--- config.mk ---
export PLATFORM = sky130hd
export DESIGN_NAME = fit_policy_block_allocator_top_flat
export DESIGN_NICKNAME = d
export VERILOG_FILES = /design/src/hdl/fpba_pkg.sv /design/src/hdl/fpba_if.sv /design/src/hdl/fpba_ram.sv /design/src/hdl/fpba_cfg.sv /design/src/hdl/fpba_engine.sv /design/src/hdl/fit_policy_block_allocator_top.sv /design/src/flat_wrapper.sv
export SDC_FILE = /design/constraint.sdc
export NUM_CORES = 1
export LEC_CHECK = 0
export ABC_CLOCK_PERIOD_IN_PS = 4400
export BUFFER_PORTS_ARGS = -buffer_cell sky130_fd_sc_hd__buf_2
export CAP_MARGIN = 0
export CORE_UTILIZATION = 55
export DETAILED_ROUTE_END_ITERATION = 12
export GPL_ROUTABILITY_DRIVEN = 0
export PLACE_DENSITY = 0.79
export SLEW_MARGIN = 20
export SYNTH_ARGS = -nofsm -noshare
export SYNTH_HDL_FRONTEND = slang
export SYNTH_SLANG_ARGS = --single-unit
--- constraint.sdc ---
create_clock -name clk -period 4.4 [get_ports clk]
set_clock_uncertainty 0.2 [all_clocks]
set_input_delay 1.1 -clock clk [delete_from_list [all_inputs] [get_ports clk]]
set_output_delay 1.1 -clock clk [all_outputs]
set_load 0.005 [all_outputs]
--- src/hdl/fpba_pkg.sv ---
// Shared constants, codes and types of the fit policy block allocator.
package fpba_pkg;

  localparam int NUM_BLOCKS = 16;
  localparam int SIZE_BITS  = 16;

  localparam int IDX_W      = (NUM_BLOCKS > 1) ? $clog2(NUM_BLOCKS) : 1;
  localparam int CNT_W      = $clog2(NUM_BLOCKS + 1);
  localparam int BLOCKS_RST = (NUM_BLOCKS < 16) ? NUM_BLOCKS : 16;

  localparam int MODE_W     = 2;
  localparam int BIDX_W     = 4;
  localparam int SVAL_W     = 16;
  localparam int STATUS_W   = 2;
  localparam int CFG_IDX_W  = 1;
  localparam int CFG_DATA_W = 5;

  localparam logic [CFG_IDX_W-1:0] REG_POLICY = 1'b0;
  localparam logic [CFG_IDX_W-1:0] REG_BLOCKS = 1'b1;

  typedef enum logic [MODE_W-1:0] {
    MODE_LOAD    = 2'd0,
    MODE_REQ     = 2'd1,
    MODE_RESTORE = 2'd2,
    MODE_SPARE   = 2'd3
  } mode_t;

  typedef enum logic [1:0] {
    POL_FIRST = 2'd0,
    POL_BEST  = 2'd1,
    POL_WORST = 2'd2
  } policy_t;

  typedef enum logic [STATUS_W-1:0] {
    ST_DONE    = 2'd0,
    ST_GRANT   = 2'd1,
    ST_NOFIT   = 2'd2,
    ST_REFUSED = 2'd3
  } status_t;

  typedef struct packed {
    policy_t            policy;
    logic [CNT_W-1:0]   count;
  } cfg_t;

endpackage

--- src/hdl/fpba_if.sv ---
// Word channel interfaces for the allocator's input and result sides.
interface fpba_in_if;
  logic        valid;
  logic        ready;
  logic [1:0]  mode;
  logic [3:0]  block_index;
  logic [15:0] size_value;

  modport source (output valid, mode, block_index, size_value, input ready);
  modport sink   (input valid, mode, block_index, size_value, output ready);
endinterface

interface fpba_out_if;
  logic        valid;
  logic        ready;
  logic [1:0]  status;
  logic [3:0]  chosen_block;
  logic [15:0] left_in_block;

  modport source (output valid, status, chosen_block, left_in_block, input ready);
  modport sink   (input valid, status, chosen_block, left_in_block, output ready);
endinterface

--- src/hdl/fpba_ram.sv ---
// Generic simple dual-port RAM with one write port and a registered read port.
module fpba_ram #(
  parameter int DEPTH = 16,
  parameter int WIDTH = 16
) (
  input  logic                     clk,
  input  logic                     we,
  input  logic [$clog2(DEPTH)-1:0] waddr,
  input  logic [WIDTH-1:0]         wdata,
  input  logic [$clog2(DEPTH)-1:0] raddr,
  output logic [WIDTH-1:0]         rdata
);

  logic [WIDTH-1:0] mem [DEPTH];

  always_ff @(posedge clk) begin
    if (we) begin
      mem[waddr] <= wdata;
    end
    rdata <= mem[raddr];
  end

endmodule

--- src/hdl/fpba_cfg.sv ---
// Configuration registers: placement policy and saturated block count.
module fpba_cfg (
  input  logic                             clk,
  input  logic                             rst_n,
  input  logic                             cfg_we,
  input  logic [fpba_pkg::CFG_IDX_W-1:0]   cfg_index,
  input  logic [fpba_pkg::CFG_DATA_W-1:0]  cfg_wdata,
  output fpba_pkg::cfg_t                   cfg
);

  fpba_pkg::cfg_t cfg_r;

  always_ff @(posedge clk) begin
    if (!rst_n) begin
      cfg_r.policy <= fpba_pkg::POL_FIRST;
      cfg_r.count  <= fpba_pkg::CNT_W'(fpba_pkg::BLOCKS_RST);
    end else if (cfg_we) begin
      unique case (cfg_index)
        fpba_pkg::REG_POLICY: begin
          cfg_r.policy <= fpba_pkg::policy_t'(cfg_wdata[1:0]);
        end
        fpba_pkg::REG_BLOCKS: begin
          if (int'(cfg_wdata) > fpba_pkg::NUM_BLOCKS) begin
            cfg_r.count <= fpba_pkg::CNT_W'(fpba_pkg::NUM_BLOCKS);
          end else begin
            cfg_r.count <= fpba_pkg::CNT_W'(cfg_wdata);
          end
        end
        default: begin
        end
      endcase
    end
  end

  assign cfg = cfg_r;

endmodule

--- src/hdl/fpba_engine.sv ---
// Sequencer that loads, scans, restores and updates the capacity memories.
module fpba_engine (
  input  logic                               clk,
  input  logic                               rst_n,
  input  fpba_pkg::cfg_t                     cfg,
  fpba_in_if.sink                            in_ch,
  fpba_out_if.source                         out_ch,
  output logic                               fr_we,
  output logic [fpba_pkg::IDX_W-1:0]         fr_waddr,
  output logic [fpba_pkg::SIZE_BITS-1:0]     fr_wdata,
  output logic [fpba_pkg::IDX_W-1:0]         fr_raddr,
  input  logic [fpba_pkg::SIZE_BITS-1:0]     fr_rdata,
  output logic                               ld_we,
  output logic [fpba_pkg::IDX_W-1:0]         ld_waddr,
  output logic [fpba_pkg::SIZE_BITS-1:0]     ld_wdata,
  output logic [fpba_pkg::IDX_W-1:0]         ld_raddr,
  input  logic [fpba_pkg::SIZE_BITS-1:0]     ld_rdata
);

  typedef enum logic [1:0] {
    S_IDLE,
    S_SCAN,
    S_RESTORE,
    S_RESP
  } state_t;

  state_t                            state_r;
  logic [fpba_pkg::CNT_W-1:0]        iss_r;
  logic                              rd_vld_r;
  logic [fpba_pkg::IDX_W-1:0]        rd_idx_r;
  logic [fpba_pkg::SIZE_BITS-1:0]    req_r;
  logic                              have_r;
  logic [fpba_pkg::IDX_W-1:0]        pick_idx_r;
  logic [fpba_pkg::SIZE_BITS-1:0]    pick_cap_r;
  logic                              stop_r;
  fpba_pkg::status_t                 res_status_r;
  logic [fpba_pkg::IDX_W-1:0]        res_chosen_r;
  logic [fpba_pkg::SIZE_BITS-1:0]    res_left_r;
  logic                              out_valid_r;
  fpba_pkg::status_t                 out_status_r;
  logic [fpba_pkg::IDX_W-1:0]        out_chosen_r;
  logic [fpba_pkg::SIZE_BITS-1:0]    out_left_r;

  logic                              accept;
  fpba_pkg::mode_t                   in_mode;
  logic [fpba_pkg::SIZE_BITS-1:0]    in_size;
  logic                              load_we;
  logic [fpba_pkg::CNT_W-1:0]        limit;
  logic                              issue;
  logic                              sweep_end;
  logic                              take;
  logic                              fit;

  assign in_ch.ready   = (state_r == S_IDLE);
  assign accept        = in_ch.valid && in_ch.ready;
  assign in_mode       = fpba_pkg::mode_t'(in_ch.mode);
  assign in_size       = fpba_pkg::SIZE_BITS'(in_ch.size_value);
  assign load_we       = accept && (in_mode == fpba_pkg::MODE_LOAD) &&
                         (int'(in_ch.block_index) < fpba_pkg::NUM_BLOCKS);

  assign out_ch.valid         = out_valid_r;
  assign out_ch.status        = out_status_r;
  assign out_ch.chosen_block  = 4'(out_chosen_r);
  assign out_ch.left_in_block = 16'(out_left_r);

  assign limit     = (state_r == S_SCAN) ? cfg.count : fpba_pkg::CNT_W'(fpba_pkg::NUM_BLOCKS);
  assign issue     = ((state_r == S_SCAN) || (state_r == S_RESTORE)) && (iss_r < limit);
  assign sweep_end = (iss_r == limit) && !rd_vld_r;

  assign fr_raddr = iss_r[fpba_pkg::IDX_W-1:0];
  assign ld_raddr = iss_r[fpba_pkg::IDX_W-1:0];

  assign ld_we    = load_we;
  assign ld_waddr = fpba_pkg::IDX_W'(in_ch.block_index);
  assign ld_wdata = in_size;

  always_comb begin
    fr_we    = 1'b0;
    fr_waddr = fpba_pkg::IDX_W'(in_ch.block_index);
    fr_wdata = in_size;
    if (load_we) begin
      fr_we = 1'b1;
    end else if ((state_r == S_RESTORE) && rd_vld_r) begin
      fr_we    = 1'b1;
      fr_waddr = rd_idx_r;
      fr_wdata = ld_rdata;
    end else if ((state_r == S_RESP) && (res_status_r == fpba_pkg::ST_GRANT)) begin
      fr_we    = 1'b1;
      fr_waddr = res_chosen_r;
      fr_wdata = res_left_r;
    end
  end

  always_comb begin
    unique case (cfg.policy)
      fpba_pkg::POL_BEST: begin
        take = (req_r <= fr_rdata) && (!have_r || (fr_rdata < pick_cap_r));
      end
      fpba_pkg::POL_WORST: begin
        take = !have_r || (fr_rdata > pick_cap_r);
      end
      default: begin
        take = (req_r <= fr_rdata) && !have_r;
      end
    endcase
    fit = have_r && ((cfg.policy != fpba_pkg::POL_WORST) || (req_r <= pick_cap_r));
  end

  always_ff @(posedge clk) begin
    if (!rst_n) begin
      state_r     <= S_IDLE;
      iss_r       <= '0;
      rd_vld_r    <= 1'b0;
      have_r      <= 1'b0;
      stop_r      <= 1'b0;
      out_valid_r <= 1'b0;
    end else begin
      if (out_ch.ready && (state_r != S_RESP)) begin
        out_valid_r <= 1'b0;
      end
      rd_vld_r <= issue;
      if (issue) begin
        iss_r    <= iss_r + 1'b1;
        rd_idx_r <= iss_r[fpba_pkg::IDX_W-1:0];
      end
      unique case (state_r)
        S_IDLE: begin
          res_status_r <= fpba_pkg::ST_DONE;
          res_chosen_r <= '0;
          res_left_r   <= '0;
          iss_r        <= '0;
          have_r       <= 1'b0;
          req_r        <= in_size;
          if (accept) begin
            unique case (in_mode)
              fpba_pkg::MODE_REQ: begin
                if (stop_r) begin
                  res_status_r <= fpba_pkg::ST_REFUSED;
                  state_r      <= S_RESP;
                end else begin
                  state_r <= S_SCAN;
                end
              end
              fpba_pkg::MODE_RESTORE: begin
                state_r <= S_RESTORE;
              end
              default: begin
                state_r <= S_RESP;
              end
            endcase
          end
        end
        S_SCAN: begin
          if (rd_vld_r && take) begin
            have_r     <= 1'b1;
            pick_idx_r <= rd_idx_r;
            pick_cap_r <= fr_rdata;
          end
          if (sweep_end) begin
            if (fit) begin
              res_status_r <= fpba_pkg::ST_GRANT;
              res_chosen_r <= pick_idx_r;
              res_left_r   <= pick_cap_r - req_r;
            end else begin
              res_status_r <= fpba_pkg::ST_NOFIT;
              stop_r       <= 1'b1;
            end
            state_r <= S_RESP;
          end
        end
        S_RESTORE: begin
          if (sweep_end) begin
            stop_r  <= 1'b0;
            state_r <= S_RESP;
          end
        end
        S_RESP: begin
          if (!out_valid_r || out_ch.ready) begin
            out_valid_r  <= 1'b1;
            out_status_r <= res_status_r;
            out_chosen_r <= res_chosen_r;
            out_left_r   <= res_left_r;
            state_r      <= S_IDLE;
          end
        end
        default: begin
          state_r <= S_IDLE;
        end
      endcase
    end
  end

`ifndef ASSERT_OFF
  a_iss_bound: assert property (@(posedge clk) disable iff (!rst_n)
    iss_r <= fpba_pkg::CNT_W'(fpba_pkg::NUM_BLOCKS))
    else $error("Sweep counter ran past the table.");

  a_dual_write_load: assert property (@(posedge clk) disable iff (!rst_n)
    (fr_we && ld_we) |-> (state_r == S_IDLE))
    else $error("Both tables written outside a load.");

  a_stop_on_nofit: assert property (@(posedge clk) disable iff (!rst_n)
    $rose(stop_r) |-> (res_status_r == fpba_pkg::ST_NOFIT))
    else $error("Stop flag set without a failed request.");

  a_read_in_sweep: assert property (@(posedge clk) disable iff (!rst_n)
    rd_vld_r |-> ((state_r == S_SCAN) || (state_r == S_RESTORE)))
    else $error("Memory read word pending outside a sweep.");
`endif

endmodule

--- src/hdl/fit_policy_block_allocator_top.sv ---
// Top level of the fit policy block allocator.
// Each input word is handled on its own. A load, a refused request or an unused mode goes from
// the idle state straight to the result state. A searched request reads blocks_in_use entries
// of the free capacity memory, one entry per cycle through its single read port, and the last
// read word is checked before the result is formed. A restore copies NUM_BLOCKS entries, one
// entry per cycle, from the loaded size memory. The result appears in the same cycle in which
// the next word can be accepted. A finished result waits in the output register while the next
// word is accepted; while the receiver stalls, the result after it is held back and no further
// word is accepted.
module fit_policy_block_allocator_top (
  input  logic                             clk,
  input  logic                             rst_n,
  input  logic                             cfg_we,
  input  logic [fpba_pkg::CFG_IDX_W-1:0]   cfg_index,
  input  logic [fpba_pkg::CFG_DATA_W-1:0]  cfg_wdata,
  fpba_in_if.sink                          in_ch,
  fpba_out_if.source                       out_ch
);

  fpba_pkg::cfg_t                      cfg;
  logic                                fr_we;
  logic [fpba_pkg::IDX_W-1:0]          fr_waddr;
  logic [fpba_pkg::SIZE_BITS-1:0]      fr_wdata;
  logic [fpba_pkg::IDX_W-1:0]          fr_raddr;
  logic [fpba_pkg::SIZE_BITS-1:0]      fr_rdata;
  logic                                ld_we;
  logic [fpba_pkg::IDX_W-1:0]          ld_waddr;
  logic [fpba_pkg::SIZE_BITS-1:0]      ld_wdata;
  logic [fpba_pkg::IDX_W-1:0]          ld_raddr;
  logic [fpba_pkg::SIZE_BITS-1:0]      ld_rdata;

  fpba_cfg u_cfg (
    .clk       (clk),
    .rst_n     (rst_n),
    .cfg_we    (cfg_we),
    .cfg_index (cfg_index),
    .cfg_wdata (cfg_wdata),
    .cfg       (cfg)
  );

  fpba_ram #(
    .DEPTH (fpba_pkg::NUM_BLOCKS),
    .WIDTH (fpba_pkg::SIZE_BITS)
  ) u_free_ram (
    .clk   (clk),
    .we    (fr_we),
    .waddr (fr_waddr),
    .wdata (fr_wdata),
    .raddr (fr_raddr),
    .rdata (fr_rdata)
  );

  fpba_ram #(
    .DEPTH (fpba_pkg::NUM_BLOCKS),
    .WIDTH (fpba_pkg::SIZE_BITS)
  ) u_loaded_ram (
    .clk   (clk),
    .we    (ld_we),
    .waddr (ld_waddr),
    .wdata (ld_wdata),
    .raddr (ld_raddr),
    .rdata (ld_rdata)
  );

  fpba_engine u_engine (
    .clk      (clk),
    .rst_n    (rst_n),
    .cfg      (cfg),
    .in_ch    (in_ch),
    .out_ch   (out_ch),
    .fr_we    (fr_we),
    .fr_waddr (fr_waddr),
    .fr_wdata (fr_wdata),
    .fr_raddr (fr_raddr),
    .fr_rdata (fr_rdata),
    .ld_we    (ld_we),
    .ld_waddr (ld_waddr),
    .ld_wdata (ld_wdata),
    .ld_raddr (ld_raddr),
    .ld_rdata (ld_rdata)
  );

endmodule

--- src/flat_wrapper.sv ---
// flat-port wrapper written by rule: the top's interface ports become plain ports
module fit_policy_block_allocator_top_flat 
  (clk, rst_n, cfg_we, cfg_index, cfg_wdata, in_ch_valid, in_ch_mode, in_ch_block_index, in_ch_size_value, in_ch_ready, out_ch_valid, out_ch_status, out_ch_chosen_block, out_ch_left_in_block, out_ch_ready);
  fpba_in_if in_ch_i ();
  fpba_out_if out_ch_i ();
  input  logic clk;
  input  logic rst_n;
  input  logic cfg_we;
  input  logic [fpba_pkg::CFG_IDX_W-1:0] cfg_index;
  input  logic [fpba_pkg::CFG_DATA_W-1:0] cfg_wdata;
  input wire logic [$bits(in_ch_i.valid)-1:0] in_ch_valid;
  input wire logic [$bits(in_ch_i.mode)-1:0] in_ch_mode;
  input wire logic [$bits(in_ch_i.block_index)-1:0] in_ch_block_index;
  input wire logic [$bits(in_ch_i.size_value)-1:0] in_ch_size_value;
  output wire logic [$bits(in_ch_i.ready)-1:0] in_ch_ready;
  output wire logic [$bits(out_ch_i.valid)-1:0] out_ch_valid;
  output wire logic [$bits(out_ch_i.status)-1:0] out_ch_status;
  output wire logic [$bits(out_ch_i.chosen_block)-1:0] out_ch_chosen_block;
  output wire logic [$bits(out_ch_i.left_in_block)-1:0] out_ch_left_in_block;
  input wire logic [$bits(out_ch_i.ready)-1:0] out_ch_ready;
  assign in_ch_i.valid = in_ch_valid;
  assign in_ch_i.mode = in_ch_mode;
  assign in_ch_i.block_index = in_ch_block_index;
  assign in_ch_i.size_value = in_ch_size_value;
  assign in_ch_ready = in_ch_i.ready;
  assign out_ch_valid = out_ch_i.valid;
  assign out_ch_status = out_ch_i.status;
  assign out_ch_chosen_block = out_ch_i.chosen_block;
  assign out_ch_left_in_block = out_ch_i.left_in_block;
  assign out_ch_i.ready = out_ch_ready;
  fit_policy_block_allocator_top u_core (.clk(clk), .rst_n(rst_n), .cfg_we(cfg_we), .cfg_index(cfg_index), .cfg_wdata(cfg_wdata), .in_ch(in_ch_i), .out_ch(out_ch_i));
endmodule
=== Word-level counts from Yosys, hierarchy flattened ===
Memories as Yosys holds them, arrays and structs flattened. A register that Yosys moved wholly into a read port is not among the register bits.
Cells that the tools add are included.

* Flip-flop bits (word level): 102
* Bits in writable memories: 512
* Output and inout bits: 24
* Logic and storage cells: 128
* Memories kept: 2

* Add/subtract/negate cells: 2
* Order comparisons: 6
* Eq/ne operators: 19
* Mux-type cells: 43
* Bitwise operators: 2
* Reduce and logical (&&, ||, !) cells: 36

{| class="wikitable"
|+ Memories
! name !! words !! width !! rd ports !! clocked after Yosys merged registers in !! wr ports !! RTL line !! RTL
|-
| u_core.u_free_ram.mem || 16 || 16 || 1 || 1 || 1 || fpba_ram.sv:14 || <nowiki>logic [WIDTH-1:0] mem [DEPTH];</nowiki>
|-
| u_core.u_loaded_ram.mem || 16 || 16 || 1 || 1 || 1 || fpba_ram.sv:14 ||
|}

{| class="wikitable"
|+ Operator list
! cell !! number
|-
| 2-to-1 mux 16 bit || 5
|-
| less-or-equal comparator 16 bit || 2
|-
| case mux 16 bit (2 select lines) || 1
|-
| 2-to-1 mux 4 bit || 5
|-
| 2-to-1 mux 2 bit || 9
|-
| > comparator 16 bit || 1
|-
| < comparator 16 bit || 1
|-
| subtractor 16 bit || 1
|-
| 2-to-1 mux 1 bit || 14
|-
| inequality test 2 bit, second input constant || 6
|-
| AND reduction 3 bit || 4
|-
| logical AND 1 bit || 11
|-
| 2-to-1 mux 5 bit || 2
|-
| AND reduction 2 bit || 5
|-
| equality test 2 x 1 -> 1 bit, second input constant || 4
|-
| equality test 2 bit, second input constant || 4
|-
| inequality test 2 x 1 -> 1 bit, second input constant || 4
|-
| case mux 2 bit (2 select lines) || 2
|-
| case mux 4 bit (2 select lines) || 1
|-
| AND reduction 4 bit || 2
|-
| case mux 1 bit (2 select lines) || 3
|-
| case mux 2 bit (3 select lines) || 1
|-
| adder 5 x 1 -> 5 bit, second input constant || 1
|-
| equality test 5 bit || 1
|-
| other kinds (8) || 18
|}

=== Logic depth before layout (Yosys ltp) ===
Gate-level depths: netlist of the first run.

* Depth in word-level cells: 7
* Mapped depth: 13

=== Hierarchy ===
Synthesis of the first run repeated with hierarchy kept, for this count alone.

* Cells, all modules: 1429
* Area, all modules: 26081.3 µm²

{| class="wikitable"
|+ Modules (own cells, without submodules)
! module !! instances !! cells each !! area each (µm²) !! sequential area each (µm²)
|-
| fpba_ram at u_core.u_free_ram || 1 || 432 || 10043.4 || 8007.7
|-
| fpba_ram at u_core.u_loaded_ram || 1 || 432 || 10042.1 || 8007.7
|-
| fpba_engine || 1 || 537 || 5711.7 || 2742.6
|-
| fpba_cfg || 1 || 28 || 284.0 || 140.1
|}

=== Worst setup path after synthesis of the first run ===
No wires, ideal clock.

* Path kind: input to register
* Start point: in rst_n
* End point: reg u_core.u_engine.pick_cap_r[0] (netlist name) (enable)
* Setup time: 0.428 ns
* Data arrival time: 3.268 ns
* Slack: 0.504 ns
* Cell stages on the path: 4
* Cell sequence: clkbuf_1 -> nand3_1 -> a311oi_1 -> a21boi_0

* Longest elaborated chain between the ends: 1

{| class="wikitable"
|+ RTL lines
! element !! RTL line !! RTL
|-
| start: declaration || flat_wrapper.sv:7 || <nowiki>input logic rst_n;</nowiki>
|-
| AND reduction 3 bit (no source line) || -- ||
|-
| end signal: assignment || fpba_engine.sv:157 || <nowiki>pick_cap_r <= fr_rdata;</nowiki>
|-
| end: declaration || fpba_engine.sv:34 || <nowiki>logic [fpba_pkg::SIZE_BITS-1:0] pick_cap_r;</nowiki>
|}

No other way between the ends.
A chain may end at the register's enable or synchronous reset.

=== Worst setup path in the final report of the first run ===
* Start point: reg u_core.u_engine.state_r[1]
* End point: reg u_core.u_engine.res_left_r[5] (netlist name) (enable)

* Longest elaborated chain between the ends: 6
* Elaborated cells between the ends (all ways): 9
* Those cells by class: eq/ne (4); mux (1); reduce/logical (4)

{| class="wikitable"
|+ RTL lines
! element !! RTL line !! RTL
|-
| start: declaration || fpba_engine.sv:27 || <nowiki>state_t state_r;</nowiki>
|-
| start signal: assignment || fpba_engine.sv:111 || <nowiki>state_r <= S_IDLE;</nowiki>
|-
| start signal: assignment || fpba_engine.sv:139 || <nowiki>state_r <= S_RESP;</nowiki>
|-
| start signal: assignment || fpba_engine.sv:141 || <nowiki>state_r <= S_SCAN;</nowiki>
|-
| equality test 2 x 1 -> 1 bit || fpba_engine.sv:66, fpba_engine.sv:126 ||
|-
| 2-to-1 mux 5 bit || fpba_engine.sv:66 || <nowiki>assign limit = (state_r == S_SCAN) ? cfg.count : fpba_pkg::CNT_W'(fpba_pkg::NUM_BLOCKS);</nowiki>
|-
| equality test 5 bit || fpba_engine.sv:68 || <nowiki>assign sweep_end = (iss_r == limit) && !rd_vld_r;</nowiki>
|-
| logical AND 1 bit || fpba_engine.sv:68 ||
|-
| inequality test 2 bit (no source line) || -- ||
|-
| AND reduction 4 bit (no source line) * || -- ||
|-
| end signal: assignment || fpba_engine.sv:163 || <nowiki>res_left_r <= pick_cap_r - req_r;</nowiki>
|-
| end: declaration || fpba_engine.sv:38 || <nowiki>logic [fpba_pkg::SIZE_BITS-1:0] res_left_r;</nowiki>
|}

Every way passes the cells marked *; elsewhere a longest branch is shown, timed or not.

==> results by group, run 1 <==
Synthesis
  – Net count after synthesis: about 1400
  – Warning count from the yosys run: 0
  – Post-Synthesis Cell Area: roughly 0.026 sq mm
  – Seq/Total Area, Yosys: 0.732
  – Adder-Cell Fraction of Synth Area: 0.0308
  – Xor and xnor area share after synthesis: 0.00475
  – Distinct cells, synth: 53
  – Seq cells post-synth: about 650
  – Synth Area in Compound Gates: 0.0284
  – Gate Count Post-Synth: 1323
  – Post-synth ARST share: 0
  – Mux cell area share after synthesis: 0.150
  – Main synth FF type: edfxtp_1
  – Mean Syn Cell Area: 19.5 sq um
  – EDFF count, synth: 596
  – Simple-Gate Fraction of Synth Area: 0.0348
  – Main combinational cell family by area after synthesis: multiplexers

Drt
  – Iteration-0 DRC count of the detailed router: ~1500
  – Routed via count: between 10000 and 15000
  – DRC Markers: 0
  – Detailed Route WL: a little over 60000 microns
  – Post-route ant nets: 0
  – Via-to-Cell Ratio: around 6.3
  – Post-DR wirelength/cell: ~29 microns
  – DR pass1 iterations: 7

Floorplanning
  – Die area: 0.0478 sq mm
  – I/O Pins: 57
  – Die height: 219 microns
  – Num rows: 79
  – Core area: roughly 0.046 sq mm
  – Die X-Extent: between 200 and 250 microns
  – Initial Utilization: 0.555

Worst setup path
  – Worst path max stage delay: approximately 0.45 ns
  – CP Launch Type: flop
  – R2R Setup Slk: approximately 0.8 ns
  – Critical path arrival: 3.71 ns
  – Slowest-stage cell, CP: nor3b_1
  – CP max FO: 20
  – CP Cell Sequence: inv_1, ha_1, buf_4, inv_1, nor2_1, ha_1, nand4_1, nor3b_1, a21oi_1, nor2_1, and2_1, buf_4
  – Crit Path Category: reg -> reg
  – Delay-heaviest family, CP: simple AND/OR/NAND/NOR gates
  – Buf+Inv Stages, Crit Path: 4
  – Crit. End Element: flop
  – Data required time of the worst path: approximately 4.5 ns

CTS
  – CTS root buf: clkbuf_16
  – Clk buf depth: 3
  – CTS tree: yes
  – CTS clock-pin slew for the worst setup and hold paths: 0.07 ns
  – Cts hold-fix bufs: 0
  – # resized after CTS: 0
  – Clk_lat worst skew: 0.63 ns
  – Clock sinks: 646
  – Post-CTS setup buffers: 0
  – Htree depth: 2
  – CTS Buf Count: just under 60

STA
  – Minimum clock period: approximately 3.6 ns
  – Worst-margin pin slew: between 0.9 and 1 ns
  – Final-report setup violation count: 0
  – Slew headroom: 0.353
  – Fmax: ~0.28 GHz
  – TNS Setup: 0 ns
  – Fin Hold WS: approximately 0.25 ns
  – RSZ-0062 raised after global routing: no
  – Tcrit/Tclk final: 0.820
  – Slew Viols, Final: 0
  – Fin. Hold Viols: 0

Run status
  – Status: finished, final reports clean

Global route
  – GRT Total Usage: 0.261
  – First-pass GRT wire length: 87800 microns
  – Largest net degree at the start of global routing: around 130
  – Overflow after GRT: 0
  – Initial antenna violation count: 5
  – Vias in the first global route: about 13000

Power and ir drop
  – Psw: approximately 3.8 mW
  – Switching Share: 0.253
  – Pwr Density: just over 500 mW/mm^2
  – Pint: ~11 mW
  – Reg power frac: 0.486
  – Maximum VDD drop: 0.386 mV
  – Pleak: approximately 10 nW
  – Clock power share: 0.357
  – Comb pwr share: 0.157

Place
  – Dpl cell area: roughly 0.027 sq mm
  – Placed Cells: 2000
  – DP HPWL: about 37000 microns
  – Port-buffer cells: 56

Final layout
  – Layout cells sized above 1: 0.279
  – Final Instance Count excl. Fillers: ~2100
  – Final net count: about 1500
  – Area grow syn2layout: 13.5%
  – Sequential cell area: ~0.019 sq mm
  – Design area: 0.0293 sq mm
  – Layout Utilization: 0.630
  – Filler instances: between 3000 and 4000
  – Multi-input logic area: between 0.006 and 0.007 sq mm

Flow run
  – Max-cap viol count: 0

Hold path
  – Hold Path Class: reg -> reg
## Yosys cell counts, types with 4 or more instances
cell | n | area [sq um]
ha_1 | 62 | 776
nand2_1 | 36 | 135
nand4_1 | 8 | 50.1
nor2_1 | 90 | 338
o211ai_1 | 4 | 30.0
o21ai_1 | 4 | 20.0
a211oi_1 | 5 | 37.5
a21o_1 | 10 | 75.1
a21oi_1 | 44 | 220
nand3_1 | 13 | 65.1
a221oi_1 | 4 | 35.0
and3_1 | 4 | 25.0
o21a_1 | 7 | 52.6
nor3b_1 | 5 | 37.5
clkbuf_1 | 19 | 71.3
nand2b_1 | 7 | 43.8
buf_2 | 8 | 40.0
mux4_2 | 160 | 3600
nor2b_1 | 8 | 50.1
inv_1 | 59 | 221
and2_1 | 9 | 56.3
o21ai_0 | 12 | 60.1
edfxtp_1 | 596 | 17900
xnor2_1 | 7 | 61.3
nor3_1 | 6 | 30.0
dfxtp_1 | 50 | 1000
xor2_1 | 7 | 61.3
mux2i_1 | 26 | 260
buf_1 | 12 | 45.0
buf_6 | 10 | 113
## stage by stage
| stage | total power [mW] | setup WS (ns) |
|---|---|---|
| global route | 15.5 | 0.513 |
| detailed placement | 9.79 | 0.755 |
| global placement | 9.73 | 0.841 |
| floorplan | 9.02 | 0.504 |
| CTS | 15.1 | 0.795 |
| finish | 15.1 | 0.792 |
## registers in the layout, indices dropped and copies added (netlist names), 5 cells and up
signal and count:
u_core.u_engine.pick_cap_r 16, u_core.u_loaded_ram.mem 256, u_core.u_cfg.cfg 7, u_core.u_engine.out_ch.left_in_block 16
u_core.u_free_ram.mem 256, u_core.u_engine.res_left_r 16, u_core.u_engine.req_r 16, u_core.u_loaded_ram.rdata 16
u_core.u_engine.iss_r 5, u_core.u_free_ram.rdata 16
## layout by cell type, fill, tap and decap left out, types with 26 or more instances in the layout
cell type	Yosys	final
edfxtp_1	596	596
mux4_2	160	160
ha_1	62	62
nor2_1	90	60
inv_1	59	59
clkbuf_16	0	59
buf_4	0	59
buf_2	8	56
dfxtp_1	50	46
a21oi_1	44	44
nand2_1	36	36
nor2_2	0	29
mux2i_1	26	26
## final cells by class
class / count / area share
repair buffers: 119 / 0.0274
clock inverters: 38 / 0.0169
clock buffers: 72 / 0.0535
diodes: 3 / 0.000256
inverters: 60 / 0.00769
well taps: 607 / 0.0259
flip-flops and latches: 646 / 0.646
multi-input cells: 568 / 0.223
## kinds of logic (layout without fill, tap and decap cells)
kind of cell | after synthesis | count (layout)
flops | 646 | 646
simple gates | 195 | 195
mux | 186 | 186
compound gates | 110 | 110
buf+inv | 109 | 289
fa+ha+maj | 63 | 63
xor+xnor | 14 | 14
other cells | 0 | 3
## path summary, 6_finish.rpt
check / start / end / cells past startpoint
setup / recovery: u_core.u_engine.state_r[1]$_SDFFE_PN0P_ / u_core.u_engine.res_left_r[5]$_SDFFCE_PN0P_ / 12
hold / removal: u_core.u_engine.res_left_r[1]$_SDFFCE_PN0P_ / u_core.u_engine.out_ch.left_in_block[1]$_DFFE_PP_ / 0
setup reg to reg: u_core.u_engine.state_r[1]$_SDFFE_PN0P_ / u_core.u_engine.res_left_r[5]$_SDFFCE_PN0P_ / 12
hold reg to reg: u_core.u_engine.res_left_r[1]$_SDFFCE_PN0P_ / u_core.u_engine.out_ch.left_in_block[1]$_DFFE_PP_ / 0
## power by group through the flow
stage / clock network, mW / logic [mW] / registers, mW
finish: 5.39 / 2.37 / 7.34
global route: 5.65 / 2.53 / 7.35
CTS: 5.44 / 2.37 / 7.33
detailed placement: 0 / 2.34 / 7.45
global placement: 0 / 2.28 / 7.45
floorplan: 0 / 1.66 / 7.35
## routing by layer
metal	global-route usage	wire length [microns]
met1	0.340	22700
met2	0.423	29900
met3	0.0611	5840
met4	0.110	2260
met5	0	31
## worst register-to-register path, cell delays in order (launching register included)
cell     delay [ns]
dfxtp_1        0.39
inv_1          0.09
ha_1           0.19
buf_4          0.20
inv_1          0.39
nor2_1         0.10
ha_1           0.35
nand4_1        0.14
nor3b_1        0.45
a21oi_1        0.13
nor2_1         0.20
and2_1         0.16
buf_4          0.27
(Power assumes the default switching activity.)
==> inputs of run 2 (changes only) <==
- ABC_CLOCK_PERIOD_IN_PS: 4400 -> 3300
- PLACE_DENSITY: 0.79 -> 0.82
- clock period: 4.4 -> 3.3 ns (I/O delays scaled with it)
==> run 2 against run 1 <==
Compared with the run above:
- wire length up 3.3%
- critical endpoint is now u_core.u_engine.res_left_r[3]$_SDFFCE_PN0P_
- critical path type unchanged
- cell area is 1.1% higher
- fmax grew 13%
- die area unchanged
- non-clock buffer count rose by 22
- via count increased by 3.5%
- power grew 33%
- first-iteration DRC count grew 21%
- flip-flop and latch count unchanged
- clock power rose by 30%
- sequential share of layout area is 0.68 points lower
- clock-buffer cell count fell by 2
==> results by group, run 2 (same netlist as run 1, synthesis figures left out) <==
Drt
  – Detailed Route WL: between 60000 and 70000 microns
  – DR pass1 iterations: 6
  – Routed via count: about 14000
  – DRC Markers: 0
  – Via-to-Cell Ratio: ~6.5
  – Post-route ant nets: 0
  – Iteration-0 DRC count of the detailed router: between 1500 and 2000
  – Post-DR wirelength/cell: slightly below 30 microns

Worst setup path
  – CP Launch Type: flop
  – Slowest-stage cell, CP: edfxtp_1
  – Buf+Inv Stages, Crit Path: 1
  – R2r startpoint: u_core.u_engine.req_r[0]$_DFFE_PP_
  – CP endpoint: u_core.u_engine.res_left_r[3]$_SDFFCE_PN0P_
  – Critical Path Stages: 10
  – Reg-to-reg endpoint: u_core.u_engine.res_left_r[3]$_SDFFCE_PN0P_
  – CP max FO: 20
  – Worst Reg-to-Reg Cells: 10
  – R2R Setup Slk: 0.09 ns
  – Crit Path Category: reg -> reg
  – Delay-heaviest family, CP: compound AO/OA/AOI/OAI gates
  – Crit. End Element: flop
  – Data required time of the worst path: 3.41 ns
  – CP Cell Sequence: ha_1, fa_1, nor2b_2, o31ai_4, a2bb2oi_2, a41o_1, a32oi_1, nand2_1, and2_2, buf_12
  – Critical path arrival: about 3.3 ns
  – Beginning of the critical path: u_core.u_engine.req_r[0]$_DFFE_PP_
  – Worst path max stage delay: 0.42 ns

CTS
  – Post-CTS setup buffers: 0
  – Clk buf depth: 3
  – CTS clock-pin slew for the worst setup and hold paths: 0.06 ns
  – Htree depth: 2
  – Clk_lat worst skew: between 0.6 and 0.7 ns
  – CTS tree: yes
  – CTS Buf Count: 59
  – CTS root buf: clkbuf_16
  – Clock sinks: about 650

Floorplanning
  – Num rows: 79
  – Die X-Extent: 219 microns
  – Core area: 0.0465 sq mm
  – Die area: about 0.048 sq mm
  – Die height: 219 microns
  – I/O Pins: 57
  – Initial Utilization: 0.555

Place
  – Placed Cells: about 2000
  – Port-buffer cells: 56
  – DP HPWL: 38300 microns
  – Dpl cell area: 0.0276 sq mm
  – DP Worst Slack: between 0.03 and 0.04 ns

Global route
  – First-pass GRT wire length: 90600 microns
  – Largest net degree at the start of global routing: approximately 130
  – Vias in the first global route: between 10000 and 15000
  – GRT Total Usage: 0.267
  – Initial antenna violation count: 4
  – Overflow after GRT: 0

Final layout
  – Final Instance Count excl. Fillers: between 2000 and 2500
  – Commonest non-fill, non-tap cell in the layout: edfxtp_1
  – Design area: about 0.030 sq mm
  – Top flop regs: u_core.u_free_ram.mem (256), u_core.u_loaded_ram.mem (256)
  – Area grow syn2layout: 14.7%
  – Layout Utilization: 0.637
  – Commonest non-fill, non-tap cells in the layout: 596 x edfxtp_1, 160 x mux4_2, 67 x nor2_1
  – Layout cells sized above 1: 0.282
  – Filler instances: about 3000
  – Final net count: 1572

Power and ir drop
  – Pleak: between 9 and 10 nW
  – Maximum VDD drop: 0.525 mV
  – Pwr Density: 680 mW/mm^2
  – Total power: about 20 mW

STA
  – Minimum clock period: 3.21 ns
  – Fin. Hold Viols: 0
  – Tcrit/Tclk final: 0.972
  – Fmax: a little over 0.3 GHz
  – Final-report setup violation count: 0
  – Worst setup margin: 0.0940 ns
  – Slew headroom: 0.309
  – Fin Hold WS: 0.255 ns
  – Slew Viols, Final: 0
  – TNS Setup: 0 ns
  – Worst-margin pin slew: approximately 1.0 ns

Hold path
  – Hold Path Class: reg -> reg

Flow run
  – Max-cap viol count: 0

Run status
  – Status: finished, final reports clean
run 2: cell types whose count changed in the layout (fill, tap and decap cells not counted), sizes merged:
cell and change:
clkinvlp -1, buf +22, clkbuf -2, inv +1, bufinv -2, clkinv +6
run 2: where the power goes:
part	internal [mW]	switching (mW)
combinational	1.46	1.87
sequential	9.52	0.286
clock	3.99	3.01
total	15.0	5.16
run 2: worst min path at each step:
stage / cells after the start / end / slack [ns] / start
after detailed placement: 0 / u_core.u_engine.out_ch.left_in_block[8]$_DFFE_PP_ / 0.24 / u_core.u_engine.res_left_r[8]$_SDFFCE_PN0P_
after global routing: 0 / u_core.u_engine.out_ch.left_in_block[1]$_DFFE_PP_ / 0.26 / u_core.u_engine.res_left_r[1]$_SDFFCE_PN0P_
final: 0 / u_core.u_engine.out_ch.left_in_block[1]$_DFFE_PP_ / 0.26 / u_core.u_engine.res_left_r[1]$_SDFFCE_PN0P_
after floorplan: 0 / u_core.u_engine.pick_idx_r[0]$_DFFE_PP_ / 0.23 / u_core.u_engine.rd_idx_r[0]$_DFFE_PP_
after global placement: 0 / u_core.u_engine.pick_idx_r[0]$_DFFE_PP_ / 0.23 / u_core.u_engine.rd_idx_r[0]$_DFFE_PP_
after CTS: 0 / u_core.u_engine.out_ch.left_in_block[1]$_DFFE_PP_ / 0.25 / u_core.u_engine.res_left_r[1]$_SDFFCE_PN0P_
run 2: layout make-up:
cell class	count	area [sq um]	share of cell area
well taps	607	759	0.0257
multi-input cells	568	6500	0.220
diodes	3	7.51	0.000254
flip-flops and latches	646	18900	0.639
clock buffers	70	1550	0.0523
repair buffers	141	1210	0.0408
clock inverters	42	439	0.0148
inverters	60	225	0.00761
run 2: routing by layer:
layer / global-route usage / routed length, microns / up-vias
met3: 0.0465 / 6180 / 162
met5: 0 / 13 / -
met1: 0.360 / 23200 / 7083
met4: 0.0956 / 2160 / 2
li1: - / - / 5636
met2: 0.440 / 31100 / 914
run 2: timing repair:
item                                    4_1_cts  5_1_grt
resized for setup                             0        1
endpoints found under the setup margin        0       20
hold buffers                                  0        0
==> inputs of run 3 (changes only) <==
- ABC_AREA: unset -> 1
==> run 3 against run 2 <==
Compared with the run above:
- global-route usage decreased by 0.13 points
- critical path depth grew 1
- clock power fell by 0.7%
- cell area grew 2.0%
- flip-flop and latch count unchanged
- final cell count is 33% higher
- synthesized cell count increased by 57%
- area after synthesis is 3.1% higher
- sequential share of layout area down 1.3 points
- combinational power rose by 9.6%
==> results by group, run 3 <==
Drt
  – Via-to-Cell Ratio: a little over 6
  – Post-route ant nets: 0
  – DR pass1 iterations: 6
  – DRC Markers: 0
  – Iteration-0 DRC count of the detailed router: 2641
  – Detailed Route WL: around 66000 microns
  – Routed via count: 17600
  – Post-DR wirelength/cell: between 20 and 25 microns

Final layout
  – Final net count: about 2300
  – Commonest non-fill, non-tap cells in the layout: 596 x edfxtp_1, 361 x nor2_1, 189 x nand2_1
  – Top flop regs: u_core.u_free_ram.mem (256), u_core.u_loaded_ram.mem (256)
  – Layout cells sized above 1: 0.128
  – Filler instances: roughly 3200
  – Commonest non-fill, non-tap cell in the layout: edfxtp_1
  – Area grow syn2layout: 13.4%
  – Final Instance Count excl. Fillers: ~2800

STA
  – Fmax: 0.331 GHz
  – Minimum clock period: slightly above 3 ns
  – Slew Viols, Final: 0
  – RSZ-0062 raised after global routing: no
  – TNS Setup: 0 ns
  – Worst-margin pin slew: approximately 0.83 ns
  – Slew headroom: 0.447
  – Worst setup margin: around 0.28 ns
  – Final-report setup violation count: 0
  – Tcrit/Tclk final: 0.915
  – Fin. Hold Viols: 0
  – Fin Hold WS: roughly 0.23 ns

Synthesis
  – Most common cell in the netlist: edfxtp_1
  – Top cells by area, synth: edfxtp_1 67%, nor2_1 5.3%, dfxtp_1 3.8%
  – Seq/Total Area, Yosys: 0.710
  – Seq cells post-synth: roughly 650
  – Top cell type by total area after synthesis: edfxtp_1
  – Warning count from the yosys run: 0
  – Net count after synthesis: about 2200
  – EDFF count, synth: about 600
  – Distinct cells, synth: between 40 and 50
  – Gate Count Post-Synth: 2075
  – Main synth FF type: edfxtp_1
  – Post-Synthesis Cell Area: ~0.027 sq mm
  – Synth top area share: 0.672
  – Commonest cells in the netlist: 596 x edfxtp_1, 378 x nor2_1, 189 x nand2_1
  – Mean Syn Cell Area: 12.8 sq um
  – Post-synth ARST share: 0

Floorplanning
  – I/O Pins: 57
  – Die area: roughly 0.05 sq mm
  – Core area: around 0.048 sq mm
  – Initial Utilization: 0.557
  – Num rows: 80
  – Die height: roughly 220 microns
  – Die X-Extent: around 220 microns

Worst setup path
  – Worst path max stage delay: between 0.4 and 0.5 ns
  – CP max FO: 19
  – Most common cell on crit path: buf_4
  – CP Cell Sequence: inv_1, ha_1, nand2_2, buf_4, a21oi_4, nor2_1, a31oi_1, nand3_1, buf_4, nor2_2, buf_12
  – Delay-heaviest family, CP: buffers and inverters
  – CP Launch Type: flop
  – Crit. End Element: flop
  – Critical path arrival: about 3.2 ns
  – Buf+Inv Stages, Crit Path: 4
  – Crit Path Category: reg -> reg
  – Beginning of the critical path: u_core.u_engine.state_r[0]$_SDFFE_PN0P_
  – Slowest-stage cell, CP: a31oi_1
  – Data required time of the worst path: ~3.4 ns
  – R2r startpoint: u_core.u_engine.state_r[0]$_SDFFE_PN0P_

CTS
  – CTS clock-pin slew for the worst setup and hold paths: about 0.06 ns
  – Clk buf depth: 3
  – CTS tree: yes
  – Cts hold-fix bufs: 0
  – CTS Buf Count: about 60
  – Htree depth: 2
  – Post-CTS setup buffers: 0
  – # resized after CTS: 0
  – Clock sinks: about 650
  – CTS root buf: clkbuf_16
  – Clk_lat worst skew: 0.64 ns

Global route
  – Overflow after GRT: 0
  – Vias in the first global route: 16700
  – First-pass GRT wire length: around 98000 microns
  – GRT Total Usage: 0.266
  – Largest net degree at the start of global routing: between 100 and 150
  – Initial antenna violation count: 6

Run status
  – Status: finished, final reports clean

Flow run
  – Max-cap viol count: 0

Power and ir drop
  – Total power: roughly 21 mW
  – Pwr Density: a little under 700 mW/mm^2
  – Pleak: roughly 11 nW
  – Maximum VDD drop: approximately 0.43 mV

Hold path
  – Worst hold path startpoint: cfg_wdata[3]
  – Hold Path Class: in -> reg

Place
  – Port-buffer cells: 56
  – Placed Cells: around 2700
  – DP HPWL: ~43000 microns
  – DP Worst Slack: 0.0879 ns
run 3: changes by cell type after synthesis, moves of 50 or more:
| cell | before | now |
|---|---|---|
| mux4_2 | 160 | 0 |
| nand2_1 | 36 | 189 |
| o21ai_0 | 12 | 140 |
| o221ai_1 | 2 | 52 |
| nor2_1 | 90 | 378 |
| nand3_1 | 13 | 81 |
| o32ai_1 | 0 | 77 |
run 3: cells by family after synthesis:
group                    Yosys count  synth area share
AO/OA/AOI/OAI                    397            0.0980
XOR/XNOR                           1          0.000329
adder cells (fa/ha/maj)           63            0.0299
buffers and inverters            225            0.0364
flip-flops                       646             0.710
multiplexers                      51            0.0192
AND/OR/NAND/NOR                  692             0.106
run 3: power by group:
group          switching [mW]  leakage [nW]  internal (mW)
clock network            2.93         0.968           4.02
logic                    2.50          3.81           1.16
registers               0.325          5.80           9.61
total                    5.75          10.6           14.8
run 3: per-layer routing:
layer	track usage	share of wire	vias up
met5	0	0	-
met4	0.130	0.046	0
met3	0.0557	0.12	191
met2	0.417	0.46	1186
met1	0.356	0.37	8430
li1	-	-	7816
run 3: layout make-up:
type | count | area [sq um] | area share
sequential | 646 | 18900 | 0.626
clock buffer | 77 | 1630 | 0.0539
timing repair buffer | 148 | 1280 | 0.0425
inverter | 118 | 448 | 0.0148
multi-input combinational | 1204 | 6800 | 0.225
antenna | 1 | 2.50 | 0.0000829
tap | 615 | 769 | 0.0255
clock inverter | 34 | 357 | 0.0118
run 3: worst paths after layout:
path | slack, ns | to | depth (start not counted)
min reg2reg | 0.25 | u_core.u_engine.pick_idx_r[1]$_DFFE_PP_ | 0
max | 0.28 | u_core.u_free_ram.mem[8][8]$_DFFE_PP_ | 11
max reg2reg | 0.28 | u_core.u_free_ram.mem[8][8]$_DFFE_PP_ | 11
min | 0.23 | u_core.u_cfg.cfg[3]$_SDFFE_PN0P_ | 3
run 3: worst reg2reg max path: stages (launching register included):
cell	delay, ns
dfxtp_1	0.33
inv_1	0.11
ha_1	0.26
nand2_2	0.14
buf_4	0.24
a21oi_4	0.20
nor2_1	0.07
a31oi_1	0.45
nand3_1	0.20
buf_4	0.21
nor2_2	0.14
buf_12	0.18
run 3: metrics by stage:
stage	utilization	instance area (sq um)
after floorplan	-	26600
after global placement	0.591	28200
after detailed placement	0.591	28200
after CTS	0.632	30200
after global routing	0.632	30200
final	0.632	30200
